==> src/sv/lcrs_pkg.sv <==
// ----------------------------------------------------------------------------
// Linear concatenation request splitter package
// Shared constants, codes and the structures that travel along the cell row.
// ----------------------------------------------------------------------------
package lcrs_pkg;

   // Member table depth and the number of members that can be active at once.
   localparam int MAX_MEMBERS  = 8;
   localparam int ACTIVE_LIMIT = (MAX_MEMBERS < 8) ? MAX_MEMBERS : 8;
   localparam int NUM_CELLS    = ACTIVE_LIMIT;

   // Fixed field widths.
   localparam int IDX_W     = 3;
   localparam int COUNT_W   = 4;
   localparam int SECT_W    = 39;
   localparam int SECT_SH   = 9;                  // 512-byte sectors
   localparam int BYTE_W    = SECT_W + SECT_SH;   // 48
   localparam int OFF_W     = 48;
   localparam int PHYS_W    = 49;
   localparam int LEN_W     = 32;

   // Configuration register map.
   localparam int CSR_ADDR_W = 3;
   localparam int CSR_DATA_W = 32;
   localparam logic CSR_IDX_MEMBER_COUNT = 1'b0;
   localparam logic [COUNT_W-1:0] MEMBER_COUNT_RESET = COUNT_W'(1);

   typedef enum logic {
      OP_LOAD    = 1'b0,
      OP_REQUEST = 1'b1
   } op_type;

   typedef enum logic {
      STATUS_OK     = 1'b0,
      STATUS_BEYOND = 1'b1
   } status_type;

   // Write of one member table entry.
   typedef struct packed {
      logic             en;
      logic [IDX_W-1:0] index;
      logic [SECT_W-1:0] size;
      logic [SECT_W-1:0] start;
   } load_type;

   // Request context handed from cell to cell.
   typedef struct packed {
      logic             valid;
      logic             found;
      logic [OFF_W-1:0] off;
      logic [LEN_W-1:0] rem;
      logic             wr;
   } token_type;

   // One result item; all fields are zero when valid is low.
   typedef struct packed {
      logic              valid;
      logic [IDX_W-1:0]  disk;
      logic [PHYS_W-1:0] phys;
      logic [LEN_W-1:0]  len;
      logic              wr;
      logic              status;
      logic              last;
   } result_type;

endpackage

==> src/sv/lcrs_cell.sv <==
// ----------------------------------------------------------------------------
// Splitter cell
// Holds one member table entry and processes the request token for one cycle.
// ----------------------------------------------------------------------------
module lcrs_cell (
   input  logic                       clock,
   input  logic                       reset,
   input  logic [lcrs_pkg::IDX_W-1:0] cell_index,
   input  logic [lcrs_pkg::COUNT_W-1:0] active_count,
   input  lcrs_pkg::load_type         load,
   input  lcrs_pkg::token_type        tok_in,
   output lcrs_pkg::token_type        tok_out,
   output lcrs_pkg::result_type       result,
   output logic                       holding
);
   import lcrs_pkg::*;

   logic [SECT_W-1:0] size_ff;
   logic [SECT_W-1:0] start_ff;
   token_type         tok_ff;

   logic [BYTE_W-1:0] size_bytes;
   logic [BYTE_W-1:0] start_bytes;
   logic [OFF_W:0]    diff;
   logic              below;
   logic              hit;
   logic              in_range;
   logic              last_active;
   logic [OFF_W-1:0]  room;
   logic [LEN_W-1:0]  piece;
   logic [LEN_W-1:0]  rem_next;
   logic              done;

   // Table entry; contents are undefined until loaded.
   always_ff @(posedge clock) begin
      if (load.en && load.index == cell_index) begin
         size_ff  <= load.size;
         start_ff <= load.start;
      end
   end

   // Only the valid bit of the token is reset; the context follows it.
   always_ff @(posedge clock) begin
      if (reset) begin
         tok_ff.valid <= 1'b0;
      end else begin
         tok_ff.valid <= tok_in.valid;
      end
      tok_ff.found <= tok_in.found;
      tok_ff.off   <= tok_in.off;
      tok_ff.rem   <= tok_in.rem;
      tok_ff.wr    <= tok_in.wr;
   end

   assign holding = tok_ff.valid;

   always_comb begin
      size_bytes  = {size_ff, SECT_SH'(0)};
      start_bytes = {start_ff, SECT_SH'(0)};
      diff        = {1'b0, tok_ff.off} - {1'b0, size_bytes};
      below       = diff[OFF_W];
      hit         = tok_ff.found || below;
      in_range    = {1'b0, cell_index} < active_count;
      last_active = ({1'b0, cell_index} + COUNT_W'(1)) >= active_count;
      room        = size_bytes - tok_ff.off;
      piece       = ({(OFF_W-LEN_W)'(0), tok_ff.rem} < room) ? tok_ff.rem : room[LEN_W-1:0];
      rem_next    = tok_ff.rem - piece;
      done        = (rem_next == '0) || last_active;

      tok_out = '0;
      result  = '0;
      if (tok_ff.valid) begin
         if (!in_range) begin
            result.valid  = 1'b1;
            result.status = STATUS_BEYOND;
            result.last   = 1'b1;
         end else if (hit) begin
            result.valid  = 1'b1;
            result.disk   = cell_index;
            result.phys   = {1'b0, start_bytes} + {1'b0, tok_ff.off};
            result.len    = piece;
            result.wr     = tok_ff.wr;
            result.status = STATUS_OK;
            result.last   = done;
            if (!done) begin
               tok_out.valid = 1'b1;
               tok_out.found = 1'b1;
               tok_out.off   = '0;
               tok_out.rem   = rem_next;
               tok_out.wr    = tok_ff.wr;
            end
         end else if (last_active) begin
            result.valid  = 1'b1;
            result.status = STATUS_BEYOND;
            result.last   = 1'b1;
         end else begin
            tok_out.valid = 1'b1;
            tok_out.found = 1'b0;
            tok_out.off   = diff[OFF_W-1:0];
            tok_out.rem   = tok_ff.rem;
            tok_out.wr    = tok_ff.wr;
         end
      end
   end

endmodule

==> config.mk <==
export PLATFORM = sky130hd
export DESIGN_NAME = lcrs_cell
export DESIGN_NICKNAME = d
export VERILOG_FILES = /design/src/sv/lcrs_pkg.sv /design/src/sv/lcrs_cell.sv
export SDC_FILE = /design/constraint.sdc
export NUM_CORES = 1
export LEC_CHECK = 0
export BUFFER_PORTS_ARGS = -buffer_cell sky130_fd_sc_hd__buf_2
export CORE_AREA = 2 2 202 204
export CTS_BUF_LIST = sky130_fd_sc_hd__clkbuf_2
export CTS_CLUSTER_DIAMETER = 40
export DETAILED_ROUTE_END_ITERATION = 8
export DIE_AREA = 0 0 204 206
export PLACE_DENSITY = 0.61
export SLEW_MARGIN = 40
export SYNTH_ARGS = -nofsm -noshare
export SYNTH_HDL_FRONTEND = slang
export SYNTH_SLANG_ARGS = --single-unit
==> constraint.sdc <==
create_clock -name clock -period 9.2 [get_ports clock]
set_input_delay 1.38 -clock clock [delete_from_list [all_inputs] [get_ports clock]]
set_output_delay 1.38 -clock clock [all_outputs]
set_load 0.1 [all_outputs]
==> results.py <==
metrics = {
    "timing": {
        "slew_violations": 0,
        "worst_slack_ps": -1340,
        "finalSetupViolations": 26,
        "hold_violations": 0,
        "timing.slew.headroom_pct": 42.1,
        "fin_crit_sh_pct": 115,
        "worst_pin_slew_ps": 869,
        "fin_hold_ws_ps": 347,
        "min_period_ps": 10540,
        "fmax_mhz": 94.9,
        "rsz0062_at_grt": "yes",
    },
    "run_status": {
        "violations": "negative setup slack",
        "status": "finished with violations",
    },
    "critical_path": {
        "setup.worst_path.class": "flop to primary output",
        "critPathArrivalTime_ps": 9160,
        "worstPathRequired_ps": 7820,
        "max_stage_delay_ps": 430,
        "worst_setup_path_end_kind": "primary output",
        "startpoint_type": "flop",
        "slowest_stage": "edfxtp_1",
        "cp_max_fo": 5,
    },
    "route": {
        "vias": 16800,
        "drc": 0,
        "drtPass1Iterations": 5,
        "avgViaCountPerCell": 5.47,
        "detail-route-antenna-nets": 0,
        "drt_iter0_markers": 1152,
        "wire_per_inst_um": 19.6,
        "wl_mm": 60.1,
    },
    "power_and_ir_drop": {
        "pwr-share-seq_pct": 30.7,
        "swShare_pct": 46.2,
        "ir_drop_mv": 0.140,
        "pwr-share-clk_pct": 16.3,
        "p_per_area_nw_per_um2": 126,
        "p_comb_share_pct": 53.0,
        "p_int_w": 0.00146,
        "leakage_nw": 10.3,
        "switching_power_w": 0.00126,
    },
    "cts": {
        "clk_path_buf_depth": 2,
        "ctsHoldBuffers": 0,
        "htree_num_levels": 4,
        "cts_tree": "done",
        "cts_made_buffers": 17,
        "cts_sinks": 161,
        "clk_pin_slew_ps": 320,
        "root_buffer": "clkbuf_2",
    },
    "yosys": {
        "async_flop_share_pct": 0,
        "synth_area_leaders": "edfxtp_1, ha_1, dfxtp_1, a21oi_1, nor2_1",
        "yosys_warnings": 0,
        "synthCells": 1946,
        "synth_seq_cells": 161,
        "seq_area_frac_synth_pct": 25.5,
        "synth_flop_cell": "dfxtp_1",
        "synth_top_area_share_pct": 14.9,
        "syn_nets": 2310,
        "synth.largest_area_cell": "edfxtp_1",
        "synth_area_um2": 15700,
        "synth-edff-count": 78,
        "ys_types": 88,
        "syn-mean-instance-area_um2": 8.06,
    },
    "final_layout": {
        "final_cell_area_um2": 21600,
        "layout-drive-gt1-share_pct": 33.3,
        "area_delta_synth_final_pct": 37.7,
        "nets": 2885,
        "filler_cell_count": 3879,
        "final_cells": 3070,
    },
    "grt": {
        "first_global_vias": 16300,
        "antenna_found_initial": 2,
        "grt_start_max_net_pins": 79,
        "gr-total-overflow": 0,
        "grt_pass1_wl_mm": 91.7,
        "grt_usage_pct": 28.3,
    },
    "die": {
        "die_area_um2": 42000,
        "pin_count": 346,
        "die_x_um": 204,
        "num_rows": 74,
        "start_util_pct": 39.0,
        "die_h_um": 206,
        "core-area_um2": 40200,
    },
    "placed_design": {
        "io_buffers": 345,
        "placed_cells": 2984,
        "place_area_um2": 20100,
        "globalplace.congestion": 0.976,
        "pre_cts_ws_ps": -512,
        "hpwl_mm": 49.3,
    },
    "hold_path": {
        "hold_path.class": "input port to flop",
    },
    "job": {
        "max_cap_viol_count": 0,
    },
}
area by class of cell:
type	instances	area (um2)	area share, %
Antenna cell	4	10.0	0.0463
Clock inverter	14	165	0.764
Inverter	154	578	2.67
Tap cell	532	666	3.08
Clock buffer	18	90.1	0.417
Sequential cell	161	4000	18.5
Multi-Input combinational cell	1551	11600	53.9
Timing Repair Buffer	636	4450	20.6
cell usage after synthesis (10+ instances only):
cell type,instances
a2111oi_0,10
a211oi_1,16
a21o_1,79
a21oi_1,191
a31oi_1,20
and2_1,36
and3_1,13
buf_2,27
clkbuf_1,44
dfxtp_1,83
edfxtp_1,78
ha_1,187
inv_1,154
mux2_4,25
nand2_1,140
nand2b_1,18
nand3_1,36
nand4_1,41
nor2_1,211
nor2b_1,21
nor3_1,38
nor4_1,10
o211ai_1,19
o21a_1,29
o21ai_0,100
o21bai_1,19
or3_1,20
xnor2_1,62
xor2_1,52
flip-flops by register name (all words and copies together), names as in the netlist:
signal    count
holding       1
start_ff     39
size_ff      39
tok_ff       82
worst max-delay path, delay by kind of cell, from the launching register on:
kind,cells,cell delay [ps]
AOI/OAI and AO/OA,13,2870
adders and majority gates,4,990
buffers and inverters,3,490
and+or+nand+nor,11,2440
DFF,1,430
xor gates and xnor gates,1,250
muxes,2,630
repair_timing:
| item | in CTS | in global routing |
|---|---|---|
| endpoints found under the setup margin | 33 | 33 |
| buffers inserted | 34 | 14 |
| cloned | 2 | 0 |
| resized for setup | 121 | 51 |
| pin swaps | 53 | 38 |
kinds of logic (layout without fill, tap and decap cells):
kind of cell    count (synthesis)  in the layout  share of synthesized area [%]
fa+ha+maj                     190            190                           15.3
buf+inv                       235            822                           6.17
simple gates                  623            624                           19.3
compound gates                585            585                           24.1
other cells                     0              4                              0
xor+xnor                      114            114                           6.36
mux                            38             38                           3.25
flops                         161            161                           25.5
power by group through the flow:
| stage | sequential [W] | combinational (W) | clock (W) |
|---|---|---|---|
| after floorplan | 0.000831 | 0.000885 | 0 |
| after global placement | 0.000844 | 0.00132 | 0 |
| after global routing | 0.000838 | 0.00155 | 0.000488 |
| after detailed placement | 0.000845 | 0.00133 | 0 |
| after CTS | 0.000832 | 0.00140 | 0.000460 |
| final | 0.000834 | 0.00144 | 0.000442 |
final timing paths:
kind,start,end,cells after the start
hold / removal,tok_in[9],tok_ff[9]$_DFF_P_,1
setup / recovery,size_ff[0]$_DFFE_PP_,tok_out[0],34
placed cells by master, fill, tap and decap left out, types with 50 or more instances in the layout:
master and count:
a21o_1 79, a21oi_1 173, buf_2 313, buf_4 279, dfxtp_1 83, edfxtp_1 78, ha_1 166, inv_1 154
nand2_1 134, nor2_1 206, o21ai_0 85, xnor2_1 59, xor2_1 50
metal layers:
layer / vias up / track usage [%] / part of all wire [%]
met4: 0 / 9.32 / 2.5
met5: - / 0 / 0
li1: 8176 / - / -
met2: 580 / 44.8 / 45
met1: 7960 / 38.6 / 46
met3: 80 / 5.72 / 6.9
through the flow:
stage               TNS (ps)  util [%]  power (W)
floorplan                  0         -    0.00172
global route          -30690      53.8    0.00288
global placement       -1240      49.9    0.00216
detailed placement     -2110      49.9    0.00217
CTS                   -15720      52.8    0.00269
finish                -14830      53.8    0.00272
Note: power is estimated with default switching activity, not from simulation.
